===== src/design/tvd_pkg.sv =====
// ----------------------------------------------------------------------------
// tvd_pkg
// Shared types and constants for the tagged value deserializer.
// ----------------------------------------------------------------------------
`default_nettype none

package tvd_pkg;

    localparam int ACC_WIDTH = 64;
    localparam int VALUE_WIDTH = 64;

    localparam logic [7:0] TAG_TRUE  = 8'h74;
    localparam logic [7:0] TAG_FALSE = 8'h66;
    localparam logic [7:0] TAG_CHAR  = 8'h63;
    localparam logic [7:0] TAG_SHORT = 8'h73;
    localparam logic [7:0] TAG_INT   = 8'h69;
    localparam logic [7:0] TAG_LONG  = 8'h6c;
    localparam logic [7:0] TAG_STR   = 8'h53;

    localparam logic [3:0] LONG_MAX_BYTES = 4'd8;

    typedef enum logic [2:0] {
        KIND_BOOL  = 3'd0,
        KIND_CHAR  = 3'd1,
        KIND_SHORT = 3'd2,
        KIND_INT   = 3'd3,
        KIND_LONG  = 3'd4,
        KIND_SLEN  = 3'd5,
        KIND_SCHAR = 3'd6
    } kind_t;

    typedef enum logic [2:0] {
        ERR_NONE      = 3'd0,
        ERR_TAG       = 3'd1,
        ERR_SHORT     = 3'd2,
        ERR_INT       = 3'd3,
        ERR_LONG_SIZE = 3'd4
    } err_t;

    typedef struct packed {
        logic                    valid;
        kind_t                   kind;
        logic [VALUE_WIDTH-1:0]  value;
        err_t                    error;
    } tvd_result_t;

endpackage

`default_nettype wire


===== src/design/tvd_if.sv =====
// ----------------------------------------------------------------------------
// tvd_if
// Valid/ready channels for the byte stream and the decoded results.
// ----------------------------------------------------------------------------
`default_nettype none

interface tvd_byte_if;
    logic       valid;
    logic       ready;
    logic [7:0] data_byte;

    modport source (output valid, output data_byte, input ready);
    modport sink (input valid, input data_byte, output ready);
endinterface

interface tvd_result_if;
    logic        valid;
    logic        ready;
    logic [2:0]  kind;
    logic [63:0] value;
    logic [2:0]  error;

    modport source (output valid, output kind, output value, output error, input ready);
    modport sink (input valid, input kind, input value, input error, output ready);
endinterface

`default_nettype wire


===== src/design/tagged_value_deserializer_top.sv =====
// ----------------------------------------------------------------------------
// tagged_value_deserializer_top
// Decodes a byte stream of tagged bools, chars, varints and strings.
// ----------------------------------------------------------------------------
// result: registered; it appears in the cycle after the byte that completes it
// throughput: one byte per cycle; the result register frees as it is taken
// a stalled result holds off the input until it is taken
// reset: asynchronous, active low; decoder waits for a tag, no result held
// ----------------------------------------------------------------------------
`default_nettype none

module tagged_value_deserializer_top (
    input  wire logic   clk,
    input  wire logic   rst_n,
    tvd_byte_if.sink    byte_in,
    tvd_result_if.source result_out
);
    import tvd_pkg::*;

    tvd_result_t res;
    tvd_result_t out_reg;
    logic        out_valid_reg;
    logic        fire;

    assign byte_in.ready = !out_valid_reg || result_out.ready;
    assign fire          = byte_in.valid && byte_in.ready;

    tvd_core u_core (
        .clk       (clk),
        .rst_n     (rst_n),
        .fire      (fire),
        .data_byte (byte_in.data_byte),
        .result    (res)
    );

    always_ff @(posedge clk or negedge rst_n)
    begin
        if (!rst_n)
            out_valid_reg <= 1'b0;
        else if (res.valid)
            out_valid_reg <= 1'b1;
        else if (result_out.ready)
            out_valid_reg <= 1'b0;
    end

    always_ff @(posedge clk)
    begin
        if (res.valid)
            out_reg <= res;
    end

    assign result_out.valid = out_valid_reg;
    assign result_out.kind  = out_reg.kind;
    assign result_out.value = out_reg.value;
    assign result_out.error = out_reg.error;

endmodule

`default_nettype wire


===== src/design/tvd_core.sv =====
// ----------------------------------------------------------------------------
// tvd_core
// Decode state and next-state logic; one stream byte per accepted beat.
// ----------------------------------------------------------------------------
`default_nettype none

module tvd_core (
    input  wire logic                clk,
    input  wire logic                rst_n,
    input  wire logic                fire,
    input  wire logic [7:0]          data_byte,
    output tvd_pkg::tvd_result_t     result
);
    import tvd_pkg::*;

    typedef enum logic [1:0] {
        PH_TAG   = 2'd0,
        PH_HEAD  = 2'd1,
        PH_BODY  = 2'd2,
        PH_CHARS = 2'd3
    } phase_t;

    phase_t                 phase_reg, phase_next;
    kind_t                  kind_reg, kind_next;
    logic [3:0]             bytes_reg, bytes_next;
    logic [ACC_WIDTH-1:0]   acc_reg, acc_next;
    logic [31:0]            chars_reg, chars_next;
    logic                   finish;
    logic [VALUE_WIDTH-1:0] fin_value;
    tvd_result_t            step_res;

    assign fin_value = VALUE_WIDTH'($signed(acc_next));

    always_comb
    begin
        phase_next = phase_reg;
        kind_next  = kind_reg;
        bytes_next = bytes_reg;
        acc_next   = acc_reg;
        chars_next = chars_reg;
        finish     = 1'b0;
        step_res   = '{valid: 1'b0, kind: KIND_BOOL, value: '0, error: ERR_NONE};
        if (fire)
        begin
            unique case (phase_reg)
                PH_TAG:
                begin
                    unique case (data_byte)
                        TAG_TRUE:
                        begin
                            step_res.valid = 1'b1;
                            step_res.value = VALUE_WIDTH'(1);
                        end
                        TAG_FALSE: step_res.valid = 1'b1;
                        TAG_CHAR:
                        begin
                            kind_next  = KIND_CHAR;
                            phase_next = PH_HEAD;
                        end
                        TAG_SHORT:
                        begin
                            kind_next  = KIND_SHORT;
                            phase_next = PH_HEAD;
                        end
                        TAG_INT:
                        begin
                            kind_next  = KIND_INT;
                            phase_next = PH_HEAD;
                        end
                        TAG_LONG:
                        begin
                            kind_next  = KIND_LONG;
                            phase_next = PH_HEAD;
                        end
                        TAG_STR:
                        begin
                            kind_next  = KIND_SLEN;
                            phase_next = PH_HEAD;
                        end
                        default:
                        begin
                            step_res.valid = 1'b1;
                            step_res.error = ERR_TAG;
                        end
                    endcase
                end
                PH_HEAD:
                begin
                    if (kind_reg == KIND_CHAR)
                    begin
                        phase_next     = PH_TAG;
                        step_res.valid = 1'b1;
                        step_res.kind  = KIND_CHAR;
                        step_res.value = VALUE_WIDTH'(data_byte);
                    end
                    else if (kind_reg == KIND_LONG && data_byte[7:4] > LONG_MAX_BYTES)
                    begin
                        phase_next     = PH_TAG;
                        step_res.valid = 1'b1;
                        step_res.kind  = KIND_LONG;
                        step_res.error = ERR_LONG_SIZE;
                    end
                    else
                    begin
                        acc_next   = ACC_WIDTH'($signed(data_byte[3:0]));
                        bytes_next = data_byte[7:4];
                        if (data_byte[7:4] == 4'd0)
                            finish = 1'b1;
                        else
                            phase_next = PH_BODY;
                    end
                end
                PH_BODY:
                begin
                    acc_next   = {acc_reg[ACC_WIDTH-9:0], data_byte};
                    bytes_next = bytes_reg - 4'd1;
                    if (bytes_next == 4'd0)
                        finish = 1'b1;
                end
                PH_CHARS:
                begin
                    if (chars_reg != 32'd0)
                        chars_next = chars_reg - 32'd1;
                    if (chars_next == 32'd0)
                        phase_next = PH_TAG;
                    step_res.valid = 1'b1;
                    step_res.kind  = KIND_SCHAR;
                    step_res.value = VALUE_WIDTH'(data_byte);
                end
                default: ;
            endcase
        end

        result = step_res;
        if (finish)
        begin
            phase_next   = PH_TAG;
            result.valid = 1'b1;
            result.kind  = kind_reg;
            result.value = fin_value;
            if (kind_reg == KIND_SHORT
                && !(&fin_value[VALUE_WIDTH-1:15] || ~|fin_value[VALUE_WIDTH-1:15]))
            begin
                result.value = '0;
                result.error = ERR_SHORT;
            end
            else if (kind_reg == KIND_INT
                && !(&fin_value[VALUE_WIDTH-1:31] || ~|fin_value[VALUE_WIDTH-1:31]))
            begin
                result.value = '0;
                result.error = ERR_INT;
            end
            else if (kind_reg == KIND_SLEN)
            begin
                if (fin_value[VALUE_WIDTH-1])
                    chars_next = 32'd0;
                else if (|fin_value[VALUE_WIDTH-2:32])
                    chars_next = '1;
                else
                    chars_next = fin_value[31:0];
                if (chars_next != 32'd0)
                    phase_next = PH_CHARS;
            end
        end
    end

    always_ff @(posedge clk or negedge rst_n)
    begin
        if (!rst_n)
        begin
            phase_reg <= PH_TAG;
            kind_reg  <= KIND_BOOL;
            bytes_reg <= '0;
            acc_reg   <= '0;
            chars_reg <= '0;
        end
        else
        begin
            phase_reg <= phase_next;
            kind_reg  <= kind_next;
            bytes_reg <= bytes_next;
            acc_reg   <= acc_next;
            chars_reg <= chars_next;
        end
    end

endmodule

`default_nettype wire


===== src/flat_wrapper.sv =====
// flat-port wrapper written by rule: the top's interface ports become plain ports
module tagged_value_deserializer_top_flat import tvd_pkg::*;
  (clk, rst_n, byte_in_valid, byte_in_data_byte, byte_in_ready, result_out_valid, result_out_kind, result_out_value, result_out_error, result_out_ready);
  tvd_byte_if byte_in_i ();
  tvd_result_if result_out_i ();
  input  wire logic clk;
  input  wire logic rst_n;
  input wire logic [$bits(byte_in_i.valid)-1:0] byte_in_valid;
  input wire logic [$bits(byte_in_i.data_byte)-1:0] byte_in_data_byte;
  output wire logic [$bits(byte_in_i.ready)-1:0] byte_in_ready;
  output wire logic [$bits(result_out_i.valid)-1:0] result_out_valid;
  output wire logic [$bits(result_out_i.kind)-1:0] result_out_kind;
  output wire logic [$bits(result_out_i.value)-1:0] result_out_value;
  output wire logic [$bits(result_out_i.error)-1:0] result_out_error;
  input wire logic [$bits(result_out_i.ready)-1:0] result_out_ready;
  assign byte_in_i.valid = byte_in_valid;
  assign byte_in_i.data_byte = byte_in_data_byte;
  assign byte_in_ready = byte_in_i.ready;
  assign result_out_valid = result_out_i.valid;
  assign result_out_kind = result_out_i.kind;
  assign result_out_value = result_out_i.value;
  assign result_out_error = result_out_i.error;
  assign result_out_i.ready = result_out_ready;
  tagged_value_deserializer_top u_core (.clk(clk), .rst_n(rst_n), .byte_in(byte_in_i), .result_out(result_out_i));
endmodule

===== config.mk =====
export PLATFORM = sky130hd
export DESIGN_NAME = tagged_value_deserializer_top_flat
export DESIGN_NICKNAME = d
export VERILOG_FILES = /design/src/design/tvd_pkg.sv /design/src/design/tvd_if.sv /design/src/design/tagged_value_deserializer_top.sv /design/src/design/tvd_core.sv /design/src/flat_wrapper.sv
export SDC_FILE = /design/constraint.sdc
export NUM_CORES = 1
export LEC_CHECK = 0
export BUFFER_PORTS_ARGS = -buffer_cell sky130_fd_sc_hd__buf_2
export CAP_MARGIN = 40
export CORE_ASPECT_RATIO = 0.9
export CORE_MARGIN = 3
export CORE_UTILIZATION = 40
export DETAILED_ROUTE_END_ITERATION = 6
export SLEW_MARGIN = 20
export SYNTH_ARGS = -nofsm -noshare
export SYNTH_HDL_FRONTEND = slang
export SYNTH_SLANG_ARGS = --single-unit

===== constraint.sdc =====
create_clock -name clk -period 5.2 [get_ports clk]
set_clock_uncertainty 0.15 [all_clocks]
set_input_delay 1.04 -clock clk [delete_from_list [all_inputs] [get_ports clk]]
set_output_delay 1.04 -clock clk [all_outputs]
set_load 0.02 [all_outputs]

==> flow_summary.yaml, run 1 <==
global_routing:
  grt_overflow: 0
  grt_pass1_vias: 8240
  antenna_found_initial: 0
  grt.total_usage_pct: 23.53
  grt_pass1_wl_um: 49980
  grt_max_degree: 64
synth:
  synthesis.area_um2: 10030
  syn_nets: 1079
  synth_edf_count: 70
  syn_avg_cell_area_um2: 9.483
  synthArstFlopShare_pct: 60.23
  synth-seq-area-share_pct: 47.39
  synth_ff_type: "dfrtp_1"
  synthTopCellsByArea: "dfrtp_1, edfxtp_1, a21oi_1, nand2_1, o21ai_0"
  synth_cell_type_count: 86
  synth_top_area_cell: "dfrtp_1"
  synth.top_cell.area_share_pct: 26.44
  ys_warn_count: 0
  synth_seq_cells: 176
  syn_inst: 1058
place:
  gp_congestion: 0.9311
  dpl.hpwl_um: 22400
  dp_slack_ns: 0.4356
  port_buffers: 83
sta:
  period_needed_ns: 4.383
  max_slew_margin_pct: 43.91
  tightest_slew_ns: 0.8344
  setup_violations: 0
  setup_ws_ns: 0.8172
  max_freq_mhz: 228.2
  report.final.slew_viol_count: 0
  fin_tns_setup_ns: 0
  hold_viol: 0
  fin_crit_sh_pct: 84.28
  rsz0062_at_grt: "no"
critical_path:
  worst_ep_arrival_time_ns: 4.47
  crit_required_ns: 5.29
  crit_type: "in2reg"
  cp_max_fo: 35
  ff2ff_setup_slack_ns: 0.87
  cp-end-kind: "flip-flop"
  cp-start-kind: "primary input"
routing:
  drt-vias-per-instance: 6.118
  ant_nets: 0
  dr_total_vias: 8938
  drc: 0
  wire_per_inst_um: 21.98
  drt_iter0_drc: 945
  dr.pass1.iters: 5
  drt_wl_total_um: 32110
clocking:
  cts_resized: 0
  cts_buffers: 17
  cts.sinks: 176
  hold_buffers: 0
  cts.clk_slew.worst_paths_ns: 0.06
  root_buffer: "clkbuf_16"
  clk_latency_ns: 0.44
  cts_setup_buffers: 0
  htreeDepth: 4
  cts_buffer_depth: 2
  tritoncts: "built"
die:
  ios: 84
  start_util_pct: 41.02
  die_h_um: 156.3
  die-area_um2: 27020
  row_count: 54
  core_area_um2: 24460
  die_w_um: 172.9
final_layout:
  layout_common_cells: "nand2_1, dfrtp_1, a21oi_1"
  drive_gt1_share_pct: 17.69
  nets: 1133
  area_growth_pct: 14.04
  fillers: 2349
  layout_commonest_cell: "nand2_1"
  multiInputGateArea_um2: 4850
  seqCellArea_um2: 4755
  diodes: 0
power:
  irDropWorstVdd_v: 0.0004561
  leakagePower_nw: 4.455
  power_density_nw_per_um2: 639.0
run:
  cap_violations: 0
outcome:
  status: "completed"
hold_path:
  holdCritPathClass: "reg2reg"
## cell usage after synthesis, types with 7 or more instances
cell type  instances
nor2_1            33
o211ai_1          34
o22ai_1            8
a21oi_2           19
nor3b_1            9
nand2b_1           9
or2_2              9
nor4_1            23
a2bb2oi_1         14
a21oi_1          103
nand2_1          132
edfxtp_1          70
nand4_1           18
a211oi_1          20
a21o_1            10
a31oi_1           11
clkbuf_1          53
nand3_1           22
and3_1             7
inv_1             25
buf_1              8
or3_1              8
xor2_1            16
ha_1               9
or4_1             10
o21ai_0           79
nor3_1            28
dfrtp_1          106
o2bb2ai_1         20
buf_2             15
xnor2_1           16
## kinds of logic (layout without fill, tap and decap cells)
logic type | count (synthesis) | in the layout | share of synthesized area (%)
AO/OA/AOI/OAI | 386 | 386 | 25.86
AND/OR/NAND/NOR | 340 | 340 | 17.51
flip-flops | 176 | 176 | 47.39
buffers and inverters | 109 | 176 | 4.714
XOR/XNOR | 32 | 32 | 2.793
adder cells (fa/ha/maj) | 9 | 9 | 1.122
multiplexers | 6 | 6 | 0.6111
## worst max-delay path, cell delays in order
cell and delay (ns):
buf_2 0.17, nand4bb_1 0.18, or2_0 0.31, a21oi_4 0.48, a2bb2oi_1 0.12, buf_4 0.18, or4b_1 0.52, nor4_1 0.70
o2111ai_4 0.19, buf_4 0.30, a211oi_1 0.28
## path summary, 6_finish.rpt
check | startpoint | to | cells past startpoint
setup / recovery | byte_in_data_byte[7] | u_core.result_out.value[63]$_SDFFCE_PP0P_ | 11
hold / removal | u_core.u_core.bytes_reg[3]$_DFFE_PN0P_ | u_core.u_core.bytes_reg[3]$_DFFE_PN0P_ | 2
setup reg to reg | u_core.u_core.phase_reg[0]$_DFFE_PN0P_ | u_core.result_out.value[63]$_SDFFCE_PP0P_ | 11
hold reg to reg | u_core.u_core.bytes_reg[3]$_DFFE_PN0P_ | u_core.u_core.bytes_reg[3]$_DFFE_PN0P_ | 2
max in group asynchronous | rst_n | u_core.u_core.acc_reg[7]$_DFF_PN0_ | 3
min in group asynchronous | rst_n | u_core.u_core.chars_reg[17]$_DFF_PN0_ | 1
## final cells by class
type | instances | area share, %
clock buffer | 21 | 4.024
inverter | 26 | 0.8529
sequential | 176 | 41.55
tap | 336 | 3.674
clock inverter | 11 | 1.258
multi-input combinational | 773 | 42.38
timing repair buffer | 118 | 6.255
## through the flow
stage	hold slack (ns)	area [um2]	cells	power, W	utilization (%)
after floorplan	0.3192	10030	1058	0.004645	-
after global placement	0.3389	10800	1426	0.005860	44.15
after detailed placement	0.3493	10830	1427	0.005873	44.26
after CTS	0.3638	11430	1459	0.007245	46.73
after global routing	0.3817	11440	1461	0.007702	46.78
final	0.3618	11440	1461	0.007312	46.78
## power by group
group	switching [W]	total, W	internal, W
Combinational	0.00231	0.00341	0.00110
Clock	0.000599	0.00135	0.000752
Sequential	0.000569	0.00255	0.00198
Total	0.00348	0.00731	0.00383
## per-layer routing
layer | up-vias | GRT usage [%] | routed length [um]
li1 | 4115 | - | -
met1 | 4370 | 38.05 | 15850
met2 | 432 | 32.47 | 13250
met3 | 21 | 4.779 | 2693
met4 | 0 | 4.091 | 308
met5 | - | 0 | 0
Note: power is estimated with default switching activity, not from simulation.
==> run 2: changes to the inputs <==
==> constraint.sdc (replaced) <==
create_clock -name clk -period 4.4 [get_ports clk]
set_clock_uncertainty 0.15 [all_clocks]
set_input_delay 0.88 -clock clk [delete_from_list [all_inputs] [get_ports clk]]
set_output_delay 0.88 -clock clk [all_outputs]
set_load 0.02 [all_outputs]
==> flow_summary.yaml, run 2 (same netlist as run 1, synthesis figures left out) <==
place:
  dpl.hpwl_um: 22480
  gp_congestion: 0.9583
  placed_area_um2: 11060
  port_buffers: 83
sta:
  rsz0062_at_grt: "no"
  fin_crit_sh_pct: 93.79
  report.final.slew_viol_count: 0
  setup_violations: 0
  hold_viol: 0
  fin_tns_setup_ns: 0
  max_slew_margin_pct: 44.73
  period_needed_ns: 4.127
  max_freq_mhz: 242.3
  tightest_slew_ns: 0.8290
critical_path:
  crit_required_ns: 4.49
  r2r-start: "u_core.u_core.phase_reg[0]$_DFFE_PN0P_"
  worst_ep_arrival_time_ns: 4.21
  setup.worst_path.start: "u_core.u_core.phase_reg[0]$_DFFE_PN0P_"
  cp_max_fo: 40
  cp-end-kind: "flip-flop"
  crit_type: "reg2reg"
  cp-start-kind: "flip-flop"
die:
  die_w_um: 172.9
  ios: 84
  die_h_um: 156.3
  start_util_pct: 41.02
  row_count: 54
  core_area_um2: 24460
  die-area_um2: 27020
global_routing:
  grt_pass1_vias: 8281
  met2_usage_pct: 32.72
  grt_overflow: 0
  grt_pass1_wl_um: 50060
  antenna_found_initial: 0
  gr-usage-met1_pct: 36.90
  grt.total_usage_pct: 23.42
  grt_max_degree: 62
  grt-busiest-layer: "met1"
  grtUsageMet3_pct: 4.731
clocking:
  tritoncts: "built"
  cts.sinks: 176
  hold_buffers: 0
  cts_resized: 0
  htreeDepth: 4
  cts_setup_buffers: 0
  root_buffer: "clkbuf_16"
  cts.clk_slew.worst_paths_ns: 0.07
  cts_buffers: 17
  cts_buffer_depth: 2
  clk_latency_ns: 0.43
power:
  leakagePower_nw: 4.559
  p_clk_share_pct: 17.0
  power_density_nw_per_um2: 737.2
  seq_power_share_pct: 34.9
  totalPowerFinal_w: 0.008560
  switching_share_pct: 47.41
  p_comb_share_pct: 48.1
  irDropWorstVdd_v: 0.0005071
  netSwitchingPower_w: 0.004058
  p_int_w: 0.004502
routing:
  drt_iter0_drc: 921
  drc: 0
  drt_wl_total_um: 31780
  ant_nets: 0
  dr.pass1.iters: 5
  dr_total_vias: 8915
  drt-vias-per-instance: 6.020
  wire_per_inst_um: 21.46
final_layout:
  layout_commonest_cell: "nand2_1"
  layout_common_cells: "nand2_1, dfrtp_1, a21oi_1"
  nets: 1153
  drive_gt1_share_pct: 19.13
  area_growth_pct: 15.72
  final_cell_area_um2: 11610
  diodes: 0
outcome:
  status: "completed"
run:
  cap_violations: 0
hold_path:
  holdCritPathClass: "in2async"
==> run 2: cell types whose count changed in the layout (fill, tap and decap cells not counted) <==
cell | before | now
bufinv_16 | 2 | 0
inv_6 | 5 | 4
clkbuf_4 | 1 | 0
inv_8 | 2 | 1
buf_4 | 31 | 49
clkinv_4 | 2 | 5
buf_12 | 3 | 5
clkbuf_2 | 1 | 0
buf_16 | 0 | 2
clkinv_2 | 0 | 1
==> run 2: area by class of cell <==
cell class | count | area (um2)
well taps | 336 | 420.4
clock inverters | 11 | 95.09
clock buffers | 21 | 460.4
fillers | 2360 | 12850
multi-input cells | 773 | 4850
repair buffers | 138 | 933.4
inverters | 26 | 97.59
flip-flops and latches | 176 | 4755
==> run 2: power by group through the flow <==
stage	registers, W	logic [W]	clock network (W)
finish	0.00298	0.00412	0.00146
CTS	0.00295	0.00406	0.00148
detailed placement	0.00297	0.00405	0
global placement	0.00299	0.00403	0
global route	0.00305	0.00445	0.00156
floorplan	0.00298	0.00251	0
==> run 2: critical path: stages, from the launching register on <==
cell,delay (ns)
dfrtp_1,0.44
inv_1,0.09
ha_1,0.33
nand2_1,0.12
nor3_2,0.59
a21oi_4,0.16
buf_12,0.22
o32ai_1,0.42
nand4_4,0.15
buf_4,0.26
o31a_2,0.40
buf_4,0.25
a211oi_1,0.32
==> run 2: worst paths after layout <==
path / to / slack (ns) / cells after the start
setup / recovery: u_core.result_out.value[38]$_SDFFCE_PP0P_ / 0.27 / 12
hold / removal: u_core.u_core.chars_reg[7]$_DFF_PN0_ / 0.22 / 1
setup reg to reg: u_core.result_out.value[38]$_SDFFCE_PP0P_ / 0.27 / 12
hold reg to reg: u_core.u_core.bytes_reg[3]$_DFFE_PN0P_ / 0.36 / 2
max in group asynchronous: u_core.u_core.acc_reg[42]$_DFF_PN0_ / 3.03 / 3
min in group clk: u_core.u_core.bytes_reg[3]$_DFFE_PN0P_ / 0.36 / 2
==> run 2: stage by stage <==
step	setup slack, ns	std cells	utilization, %	hold slack [ns]
after floorplan	0.4098	1058	-	0.3192
after global placement	0.1053	1447	44.95	0.3333
after detailed placement	0.02872	1449	45.20	0.3356
after CTS	0.3055	1481	47.47	0.2302
after global routing	0.01599	1481	47.47	0.2360
final	0.2734	1481	47.47	0.2212
==> run 2: metal layers <==
metal / wire [um] / part of all wire, %
met5: 0 / 0
met4: 478 / 1.5
met3: 2472 / 7.8
met2: 13180 / 41
met1: 15650 / 49
==> run 3: changes to the inputs <==
--- a/config.mk
+++ b/config.mk
@@ -11,6 +11,7 @@
 export CORE_MARGIN = 3
 export CORE_UTILIZATION = 40
 export DETAILED_ROUTE_END_ITERATION = 6
+export REMOVE_ABC_BUFFERS = 1
 export SLEW_MARGIN = 20
 export SYNTH_ARGS = -nofsm -noshare
 export SYNTH_HDL_FRONTEND = slang
==> flow_summary.yaml, run 3 (same netlist as run 1, synthesis figures left out) <==
final_layout:
  area_growth_pct: 16.77
  layout_common_cells: "nand2_1, dfrtp_1, a21oi_1"
  nets: 1161
  layout_commonest_cell: "nand2_1"
  drive_gt1_share_pct: 20.03
  diodes: 0
  final_cell_area_um2: 11720
routing:
  dr.pass1.iters: 5
  wire_per_inst_um: 21.60
  dr_total_vias: 9028
  drc: 0
  drt_wl_total_um: 32170
  drt-vias-per-instance: 6.063
  ant_nets: 0
  drt_iter0_drc: 773
clocking:
  cts.clk_slew.worst_paths_ns: 0.08
  tritoncts: "built"
  hold_buffers: 0
  cts_buffer_depth: 2
  cts_setup_buffers: 0
  cts_resized: 0
  htreeDepth: 4
  clk_latency_ns: 0.45
  cts_buffers: 17
  cts.sinks: 176
  root_buffer: "clkbuf_16"
sta:
  hold_viol: 0
  tightest_slew_ns: 0.7730
  max_slew_margin_pct: 47.99
  whs_ns: 0.1148
  period_needed_ns: 4.158
  fin_tns_setup_ns: 0
  setup_violations: 0
  report.final.slew_viol_count: 0
  fin_crit_sh_pct: 94.49
  max_freq_mhz: 240.5
  rsz0062_at_grt: "no"
global_routing:
  grt_max_degree: 62
  grt_pass1_vias: 8536
  grt_pass1_wl_um: 50780
  grt.total_usage_pct: 23.74
  grt_overflow: 0
  antenna_found_initial: 0
die:
  die-area_um2: 27020
  die_h_um: 156.3
  core_area_um2: 24460
  start_util_pct: 41.02
  row_count: 54
  ios: 84
  die_w_um: 172.9
critical_path:
  cp-end-kind: "flip-flop"
  r2r-end: "u_core.result_out.value[62]$_SDFFCE_PP0P_"
  cp-start-kind: "flip-flop"
  rr_worst_depth: 11
  crit_required_ns: 4.50
  ff2ff_setup_slack_ns: 0.24
  worst_ep_arrival_time_ns: 4.26
  cp_max_fo: 43
  crit_type: "reg2reg"
  r2r-start: "u_core.u_core.kind_reg[0]$_DFFE_PN0P_"
place:
  dpl.hpwl_um: 22550
  port_buffers: 83
  gp_congestion: 0.9409
  placed_area_um2: 11090
run:
  cap_violations: 0
power:
  irDropWorstVdd_v: 0.0006059
  totalPowerFinal_w: 0.008653
  power_density_nw_per_um2: 738.6
  leakagePower_nw: 4.616
outcome:
  status: "completed"
hold_path:
  holdCritPathClass: "in2async"
[run 3: cell type report]
| class | instances | area [um2] |
|---|---|---|
| Multi-Input combinational cell | 773 | 4863 |
| Tap cell | 336 | 420.4 |
| Clock inverter | 14 | 145.1 |
| Sequential cell | 176 | 4755 |
| Inverter | 26 | 97.59 |
| Clock buffer | 18 | 429.2 |
| Timing Repair Buffer | 146 | 1006 |
| Fill cell | 2341 | 12740 |
[run 3: worst max path at each step]
| stage | cells after the start | endpoint | startpoint | slack, ns |
|---|---|---|---|---|
| detailed placement | 12 | u_core.result_out.value[62]$_SDFFCE_PP0P_ | byte_in_data_byte[7] | -0.21 |
| global placement | 12 | u_core.result_out.value[62]$_SDFFCE_PP0P_ | byte_in_data_byte[7] | -0.07 |
| CTS | 11 | u_core.result_out.value[62]$_SDFFCE_PP0P_ | u_core.u_core.kind_reg[0]$_DFFE_PN0P_ | 0.16 |
| global route | 12 | u_core.result_out.value[62]$_SDFFCE_PP0P_ | u_core.u_core.phase_reg[0]$_DFFE_PN0P_ | 0.1 |
| floorplan | 8 | u_core.result_out.value[1]$_DFFE_PP_ | byte_in_data_byte[7] | -2.97 |
| finish | 11 | u_core.result_out.value[62]$_SDFFCE_PP0P_ | u_core.u_core.kind_reg[0]$_DFFE_PN0P_ | 0.24 |
[run 3: per-stage QoR]
| step | utilization, % | setup slack, ns | instances |
|---|---|---|---|
| floorplan | - | -2.971 | 975 |
| global placement | 45.22 | -0.06762 | 1454 |
| detailed placement | 45.36 | -0.2138 | 1456 |
| CTS | 47.71 | 0.1592 | 1488 |
| global route | 47.90 | 0.09707 | 1489 |
| finish | 47.90 | 0.2425 | 1489 |
[run 3: where the power goes]
part,total [W],switching (W),internal (W)
clock,0.00152,0.000724,0.000800
sequential,0.00299,0.000645,0.00234
combinational,0.00414,0.00274,0.00140
[run 3: metal layers]
metal | routed length (um) | global-route usage [%] | up-vias | share of wire, %
met4 | 518 | 5.905 | 0 | 1.6
met5 | 0 | 0 | - | 0
li1 | - | - | 4177 | -
met2 | 13510 | 33.32 | 414 | 42
met1 | 15360 | 36.57 | 4395 | 48
met3 | 2784 | 5.798 | 42 | 8.7
[run 3: critical path, cell delays in order, from the launching register on]
cell,delay [ns]
dfrtp_1,0.48
nand4bb_1,0.30
or2_0,0.41
buf_4,0.25
a211oi_2,0.31
o22ai_1,0.14
or4b_1,0.52
nor4_1,0.49
buf_4,0.22
o2111ai_4,0.17
buf_12,0.27
a211oi_1,0.25
